$ cat config.mk
export PLATFORM = sky130hd
export DESIGN_NAME = nsrc_idx_gen
export DESIGN_NICKNAME = d
export VERILOG_FILES = /design/src/sv/nsrc_pkg.sv /design/src/sv/nsrc_idx_gen.sv
export SDC_FILE = /design/constraint.sdc
export NUM_CORES = 1
export LEC_CHECK = 0
export BUFFER_PORTS_ARGS = -buffer_cell sky130_fd_sc_hd__buf_2
export CAP_MARGIN = 5
export CELL_PAD_IN_SITES_DETAIL_PLACEMENT = 1
export CELL_PAD_IN_SITES_GLOBAL_PLACEMENT = 2
export CORE_MARGIN = 10
export CORE_UTILIZATION = 42
export CTS_CLUSTER_DIAMETER = 50
export DETAILED_ROUTE_END_ITERATION = 10
export GPL_TIMING_DRIVEN = 0
export PLACE_DENSITY_LB_ADDON = 0.1
export SYNTH_ARGS = -nofsm -noshare
export SYNTH_HDL_FRONTEND = slang
export SYNTH_SLANG_ARGS = --single-unit
export TNS_END_PERCENT = 5
$ cat constraint.sdc
create_clock -name i_clk -period 9.9 [get_ports i_clk]
set_input_delay 1.98 -clock i_clk [delete_from_list [all_inputs] [get_ports i_clk]]
set_output_delay 1.98 -clock i_clk [all_outputs]
set_load 0.02 [all_outputs]
$ cat src/sv/nsrc_pkg.sv
// Shared types and constants of the nearest-neighbor resampler.
`default_nettype none

package nsrc_pkg;

    // Default sizes
    localparam int STORE_DEPTH_DEF  = 4096;
    localparam int MAX_CHANNELS_DEF = 8;

    // Field widths
    localparam int SAMPLE_W    = 16;
    localparam int LOAD_ADDR_W = 12;
    localparam int CH_W        = 4;
    localparam int CHIDX_W     = 3;
    localparam int STEP_W      = 16;
    localparam int COUNT_W     = 13;
    localparam int OUTCNT_W    = 20;
    localparam int PHASE_W     = 40;
    localparam int FRAC_W      = 8;
    localparam int IDX_W       = 14;
    localparam int CFG_INDEX_W = 4;
    localparam int CFG_DATA_W  = 20;

    // Register indexes
    localparam logic [CFG_INDEX_W-1:0] CFG_CHANNEL_COUNT = 4'd0;
    localparam logic [CFG_INDEX_W-1:0] CFG_STEP_RATIO    = 4'd1;
    localparam logic [CFG_INDEX_W-1:0] CFG_SAMPLE_COUNT  = 4'd2;
    localparam logic [CFG_INDEX_W-1:0] CFG_OUTPUT_COUNT  = 4'd3;

    // Register reset values
    localparam logic [CH_W-1:0]     CH_RESET     = 4'd1;
    localparam logic [STEP_W-1:0]   STEP_RESET   = 16'd256;
    localparam logic [COUNT_W-1:0]  COUNT_RESET  = 13'd4096;
    localparam logic [OUTCNT_W-1:0] OUTCNT_RESET = 20'd0;

    typedef enum logic {
        OP_LOAD = 1'b0,
        OP_EMIT = 1'b1
    } t_opcode;

    typedef struct packed {
        t_opcode                  opcode;
        logic [LOAD_ADDR_W-1:0]   load_address;
        logic signed [SAMPLE_W-1:0] load_sample;
    } t_in_item;

    typedef struct packed {
        logic signed [SAMPLE_W-1:0] out_sample;
        logic                       final_flag;
        logic                       exhausted;
    } t_out_item;

    // Request to the source index generator
    typedef struct packed {
        logic [COUNT_W-1:0] whole;   // integer phase, valid when over is low
        logic               over;    // integer phase at or past the bound
        logic [CHIDX_W-1:0] chan;    // channel index, below chans
        logic [CH_W-1:0]    chans;   // effective channel count, 1..8
        logic [COUNT_W-1:0] bound;   // clamp bound
    } t_idx_req;

endpackage

`default_nettype wire

$ cat src/sv/nsrc_idx_gen.sv
// Source index generator: round phase up to a frame, add channel, clamp.
`default_nettype none

module nsrc_idx_gen (
    input  wire logic                       i_clk,
    input  wire logic                       i_rst_n,
    input  wire logic                       i_start,
    input  wire nsrc_pkg::t_idx_req         i_req,
    output logic                            o_done,
    output logic [nsrc_pkg::IDX_W-1:0]      o_idx
);

    localparam int PW    = nsrc_pkg::COUNT_W + nsrc_pkg::CH_W;
    localparam int RCP_W = 17;
    localparam int RCP_S = 16;
    localparam int QP_W  = nsrc_pkg::COUNT_W + RCP_W;

    nsrc_pkg::t_idx_req              r_req;
    logic                            r_a_vld;
    logic                            r_b_vld;
    logic                            r_c_vld;
    logic [nsrc_pkg::COUNT_W-1:0]    r_q;
    logic                            r_zero;
    logic [nsrc_pkg::IDX_W-1:0]      r_idx;

    logic [nsrc_pkg::COUNT_W-1:0]    n_q;
    logic [nsrc_pkg::COUNT_W-1:0]    wm1;
    logic [RCP_W-1:0]                recip;
    logic [QP_W-1:0]                 qprod;
    logic [PW-1:0]                   prod;
    logic [nsrc_pkg::IDX_W-1:0]      base;
    logic [nsrc_pkg::IDX_W-1:0]      n_idx;
    logic [nsrc_pkg::IDX_W-1:0]      bound_x;
    logic [nsrc_pkg::IDX_W-1:0]      chans_x;
    logic [nsrc_pkg::IDX_W-1:0]      chan_x;

    // Frame number of the previous sample: (whole - 1) / chans,
    // by reciprocal multiply, exact for every 13-bit dividend
    always_comb begin
        wm1 = r_req.whole - 1'b1;
        unique case (r_req.chans)
            4'd2:    recip = 17'd32768;
            4'd3:    recip = 17'd21846;
            4'd4:    recip = 17'd16384;
            4'd5:    recip = 17'd13108;
            4'd6:    recip = 17'd10923;
            4'd7:    recip = 17'd9363;
            4'd8:    recip = 17'd8192;
            default: recip = 17'd65536;
        endcase
        qprod = QP_W'(wm1) * QP_W'(recip);
        n_q   = qprod[RCP_S +: nsrc_pkg::COUNT_W];
    end

    // Rounded base plus channel, then clamp to the last frame below the bound
    always_comb begin
        prod    = (PW'(r_q) + PW'(1)) * PW'(r_req.chans);
        base    = r_zero ? '0 : prod[nsrc_pkg::IDX_W-1:0];
        bound_x = nsrc_pkg::IDX_W'(r_req.bound);
        chans_x = nsrc_pkg::IDX_W'(r_req.chans);
        chan_x  = nsrc_pkg::IDX_W'(r_req.chan);
        n_idx   = base + chan_x;
        if (r_req.over || (n_idx >= bound_x)) begin
            n_idx = (bound_x >= chans_x) ? (bound_x - chans_x + chan_x) : chan_x;
        end
    end

    // Three register stages: request, quotient, index
    always_ff @(posedge i_clk) begin
        if (!i_rst_n) begin
            r_a_vld <= 1'b0;
            r_b_vld <= 1'b0;
            r_c_vld <= 1'b0;
        end else begin
            r_a_vld <= i_start;
            r_b_vld <= r_a_vld;
            r_c_vld <= r_b_vld;
        end
    end

    always_ff @(posedge i_clk) begin
        if (i_start) begin
            r_req <= i_req;
        end
        if (r_a_vld) begin
            r_q    <= n_q;
            r_zero <= (r_req.whole == '0);
        end
        if (r_b_vld) begin
            r_idx <= n_idx;
        end
    end

    assign o_done = r_c_vld;
    assign o_idx  = r_idx;

endmodule

`default_nettype wire

# ---- Yosys cells after proc, flatten, opt, wreduce, memory -nomap -nowiden
# Index checks and enable logic that the tools add are counted.
dict set report totals {
  register_bits 65
  inputBits 37
  output_inout_bits 15
  wordCells 33
}
dict set report classes {
  n_addsub 5
  mul 2
  magnitude_cmp 2
  n_eq_ne 7
  mux 4
  n_reduce_logical 2
}
# op count
set ops {}
lappend ops {{17-bit case mux with 7 select lines} 1}
lappend ops {{14-bit 2-to-1 mux} 3}
lappend ops {{13-bit by 17-bit multiplier with 29-bit output} 1}
lappend ops {{14-bit by 3-bit adder with 14-bit output} 2}
lappend ops {{4-bit by 3-bit equality test with 1-bit output, second input constant} 4}
lappend ops {{13-bit by 1-bit adder with 14-bit output, second input constant} 1}
lappend ops {{14-bit by 13-bit >= comparator with 1-bit output} 1}
lappend ops {{14-bit by 4-bit multiplier with 14-bit output} 1}
lappend ops {{13-bit by 4-bit subtractor with 14-bit output} 1}
lappend ops {{13-bit by 4-bit >= comparator with 1-bit output} 1}
lappend ops {{13-bit zero test} 1}
lappend ops {{13-bit by 1-bit subtractor with 13-bit output, second input constant} 1}
lappend ops {{4-bit by 2-bit equality test with 1-bit output, second input constant} 2}
lappend ops {{4-bit equality test, second input constant} 1}
lappend ops {{1-bit logical OR} 1}

# ---- Logic depth before layout (Yosys ltp)
dict set report depth {
  depth_word 7
  depth_mapped 28
  mapped_depth_nobuf 28
}

# ---- Worst setup path after synthesis
# Ideal clock, no wire load.
dict set report synth_path {
  path_kind {flip-flop to flip-flop}
  from {reg r_req[23] (netlist name)}
  to {reg r_q[12] (netlist name), data pin}
  setup_time_ns 0.260
  arrival_ns 6.899
  required_time_ns 9.640
  slack_ns 2.741
  stages_incl_launch_ff 24
  period_less_slack_ns 7.159
  path_cell_list {edfxtp_1 -> or2_1 -> or4_1 -> nor2_1 -> nand2_1 -> nor3_1 -> xor2_1 -> nand2_1 -> fa_1 -> fa_1 -> fa_1 -> fa_1 -> fa_1 -> inv_1 -> ha_1 -> a21o_1 -> a21o_1 -> a221o_1 -> a21oi_1 -> o31ai_1 -> o41ai_2 -> o2111ai_1 -> a21oi_1 -> xnor2_1}
}
dict set report synth_via {
  elab_chain_cells 2
}
# element line
set synth_rtl {}
lappend synth_rtl {{start, declared} nsrc_idx_gen.sv:18} ;# nsrc_pkg::t_idx_req r_req;
lappend synth_rtl {{start signal, assigned} nsrc_idx_gen.sv:83} ;# r_req <= i_req;
lappend synth_rtl {{13-bit by 1-bit subtractor with 13-bit output} nsrc_idx_gen.sv:40} ;# wm1 = r_req.whole - 1'b1;
lappend synth_rtl {{13-bit by 17-bit multiplier with 29-bit output} nsrc_idx_gen.sv:51} ;# qprod = QP_W'(wm1) * QP_W'(recip);
lappend synth_rtl {{via qprod[28]} nsrc_idx_gen.sv:29} ;# logic [QP_W-1:0] qprod;
lappend synth_rtl {{end signal, assigned} nsrc_idx_gen.sv:86} ;# r_q <= n_q;
lappend synth_rtl {{end, declared} nsrc_idx_gen.sv:22} ;# logic [nsrc_pkg::COUNT_W-1:0] r_q;
# The timed path passes the listed nets, and every way through them passes these cells.
# A chain may end at the register's enable or synchronous reset.

# ---- Final worst setup path
dict set report layout_path {
  from {reg r_req[21] (netlist name)}
  to {reg r_q[12] (netlist name), data pin}
}
# Same word-level chain as after synthesis.

==> metrics.yaml <==
synth:
  synthesis.area_per_instance_um2: 9.292
  ys_seq_area_frac: 0.1595
  yosysWarningCount: 0
  synth_cell_types: 72
  proportion_of_register_bits_with_asynchronous_set_or_reset_after_synthesis: 0
  syn_inst: 1297
  synth_fp_nets: 1652
  synth_top_area_cell: "sky130_fd_sc_hd__fa_1"
  synth-seq-cells: 65
  synth_cell_area_um2: 12050
  synthMostInstantiatedCell: "sky130_fd_sc_hd__inv_1"
  ys_dominant_reg_cell: "sky130_fd_sc_hd__edfxtp_1"
  synth.top_cells.by_area: "sky130_fd_sc_hd__fa_1, sky130_fd_sc_hd__edfxtp_1, sky130_fd_sc_hd__ha_1, sky130_fd_sc_hd__inv_1, sky130_fd_sc_hd__nand2_1"
  count_of_flip_flops_with_a_built_in_enable_after_synthesis: 62
  yosysTopAreaCellShare: 0.3090
  ys_top_cells_by_count: "sky130_fd_sc_hd__inv_1, sky130_fd_sc_hd__fa_1, sky130_fd_sc_hd__ha_1, sky130_fd_sc_hd__nand2_1, sky130_fd_sc_hd__nor2_1"
setup_path:
  crit_end_category: "flip-flop"
  r2r_slack_ps: 1360
  timing.critical_path.slowest_stage_cell: "sky130_fd_sc_hd__xnor2_1"
  crit_path_start_kind: "flip-flop"
  r2r-end: "r_q[12]"
  worstPathMaxFanout: 9
  crit_chain: "clkbuf_1, inv_1, ha_1, nand2_1, or3_1, xnor2_1, nand2_1, fa_1, inv_1, ha_1, fa_1, inv_1, fa_1, fa_1, inv_1, ha_1, a2111oi_0, nand2_1, o21ai_0, o31ai_1, o41ai_2, o2111ai_1, a21oi_1, xnor2_1"
  stage_delay_of_the_slowest_cell_on_the_critical_path_ps: 820
  worstRegToRegCells: 24
  criticalPathCategory: "flip-flop to flip-flop"
  reg2reg_from: "r_req[21]"
  cp.arrival_ps: 8630
  worst_ep_required_time_ps: 9990
min_path:
  hold_depth: 1
  min_path_type: "flip-flop to flip-flop"
  hold_path_end: "r_zero"
  worstHoldStart: "r_req[33]"
sta:
  max_freq_mhz: 117.0
  final.period_utilization: 0.8631
  finalSetupViolations: 0
  finalCriticalPeriod_ps: 8545
  tightest_slew_ps: 1280
  final.setup_skew_ps: 9.739
  slew_headroom: 0.1398
  timing.final.hold_violations: 0
  rsz0062_at_grt: "false"
  slew_viol_final: 0
  setup_tns_ps: 0
drt:
  dr_total_vias: 8954
  route.detailed.wl_per_inst_um: 19.80
  detail_route.drc_violations: 0
  drt_first_iter_violations: 402
  initial_drt_pass_iterations: 4
  drt_wl_total_um: 34510
  ant_nets: 0
  drt-vias-per-instance: 5.137
die:
  start_util: 0.4302
  placeableCoreArea_um2: 28010
  chipWidth_um: 189.4
  chipHeight_um: 189.4
  floorplan.die_area_um2: 35870
  num_io_pins: 52
  std_cell_rows: 61
clock_tree:
  cts_max_path_buffers: 2
  clock_tree.htree_level_count: 3
  cts_root_buffer: "sky130_fd_sc_hd__clkbuf_16"
  tritoncts: "done"
  latest_clock_arrival_within_the_worst_skew_pair_ps: 340
  clk_pin_slew_ps: 60
  cts_made_buffers: 9
  clock_sink_count: 65
  cts_repair_resize_count: 0
  cts_hold_repair.buffers: 0
  cts_setup_buffers: 0
power:
  ir_worst_vdd_v: 0.0001210
  power_density_nw_per_um2: 216.5
  power_mw: 2.828
  leakage_power_figure_nw: 6.468
flow_run:
  cap_violations: 0
place:
  buffer_ports.inserted: 51
  placed_wire_length_estimate_after_detailed_placement_um: 29900
  routabilityCongestion: 0.9091
layout:
  total_number_of_nets_in_the_final_design: 1715
  ff_latch_area_um2: 1922
  post_route_cells_drive_above_1_share: 0.06960
  multi_input_area_um2: 8919
  diodes: 0
  num-fill-cells: 3227
  area_growth_syn_to_layout_pct: 8.399
grt:
  globalRouteOverflowTotal: 0
  grt_max_degree: 36
  grt_pass1_vias: 10060
  wire_length_of_the_first_global_routing_pass_um: 55930
  antenna_found_initial: 0
  grt_util_all_layers: 0.1995
status:
  run_status: "complete, no violations"
## per-stage QoR
step | std cells | cell area [um2] | worst slack (ps) | hold slack [ps] | utilization
after global routing | 1743 | 13060 | 906.8 | 702.4 | 0.4664
after global placement | 1726 | 12780 | 1333 | 653.8 | 0.4562
after detailed placement | 1726 | 12780 | 1265 | 648.3 | 0.4562
after CTS | 1742 | 13060 | 1196 | 672.9 | 0.4662
final | 1743 | 13060 | 1355 | 677.2 | 0.4664
after floorplan | 1297 | 12050 | 2741 | 600.8 | -
## layout make-up
cell class                 count  area share
multi-input combinational    915      0.6827
sequential                    65      0.1471
inverter                     291     0.08361
tap                          378     0.03620
timing repair buffer          52     0.01992
clock buffer                   9     0.01724
buffer                        26    0.009099
clock inverter                 7    0.004118
## kinds of logic (layout without fill, tap and decap cells)
family | Yosys count | in the layout | synth area share
and+or+nand+nor | 393 | 393 | 0.1581
adders and majority gates | 318 | 318 | 0.4460
buffers and inverters | 317 | 385 | 0.1005
xor gates and xnor gates | 78 | 78 | 0.05845
muxes | 7 | 7 | 0.006125
AOI/OAI and AO/OA | 119 | 119 | 0.07133
DFF | 65 | 65 | 0.1595
## critical path, delay by kind of cell, from the launching register on
kind	cells	cell delay [ps]
DFF	1	370
and+or+nand+nor	4	810
xor gates and xnor gates	2	910
buffers and inverters	5	740
AOI/OAI and AO/OA	6	2660
adders and majority gates	7	2790
## state kept, by name, summed over array words and instances (netlist names)
name,flops
chans_x,4
o_done,1
r_a_vld,1
r_zero,1
chan_x,3
bound_x,13
r_req,14
r_q,13
r_b_vld,1
o_idx,14
## worst max path at each step
stage                         start       to  slack [ps]
final                     r_req[21]  r_q[12]        1360
after global routing      r_req[21]  r_q[12]         910
after CTS                 r_req[21]  r_q[12]        1200
after detailed placement  r_req[21]  r_q[12]        1270
after global placement    r_req[21]  r_q[12]        1330
after floorplan           r_req[23]  r_q[12]        2740
## cell usage in the layout, fill, tap and decap left out, types with 9 or more instances in the layout
| master | n |
|---|---|
| sky130_fd_sc_hd__nor2b_1 | 15 |
| sky130_fd_sc_hd__buf_2 | 52 |
| sky130_fd_sc_hd__nand2_1 | 118 |
| sky130_fd_sc_hd__clkbuf_16 | 9 |
| sky130_fd_sc_hd__ha_1 | 132 |
| sky130_fd_sc_hd__edfxtp_1 | 62 |
| sky130_fd_sc_hd__fa_1 | 186 |
| sky130_fd_sc_hd__and2_1 | 22 |
| sky130_fd_sc_hd__a21oi_1 | 24 |
| sky130_fd_sc_hd__a21o_1 | 15 |
| sky130_fd_sc_hd__nand3_1 | 26 |
| sky130_fd_sc_hd__xnor2_1 | 41 |
| sky130_fd_sc_hd__nor2_1 | 109 |
| sky130_fd_sc_hd__xor2_1 | 35 |
| sky130_fd_sc_hd__nand2b_1 | 22 |
| sky130_fd_sc_hd__clkbuf_1 | 21 |
| sky130_fd_sc_hd__nor3_1 | 19 |
| sky130_fd_sc_hd__inv_1 | 291 |
| sky130_fd_sc_hd__o21ai_0 | 16 |
| sky130_fd_sc_hd__or3_1 | 10 |
## power breakdown
| part | total [mW] | internal, mW | switching (mW) | leakage, nW |
|---|---|---|---|---|
| Sequential | 0.424 | 0.373 | 0.0502 | 0.619 |
| Combinational | 2.11 | 0.842 | 1.26 | 5.71 |
| Clock | 0.299 | 0.171 | 0.128 | 0.140 |
| Total | 2.83 | 1.39 | 1.44 | 6.47 |
## routing by layer
layer	track usage	share of wire
met2	0.3584	0.51
met3	0.01635	0.032
met1	0.2555	0.44
met4	0.04090	0.011
met5	0	0
Note: power is estimated with default switching activity, not from simulation.
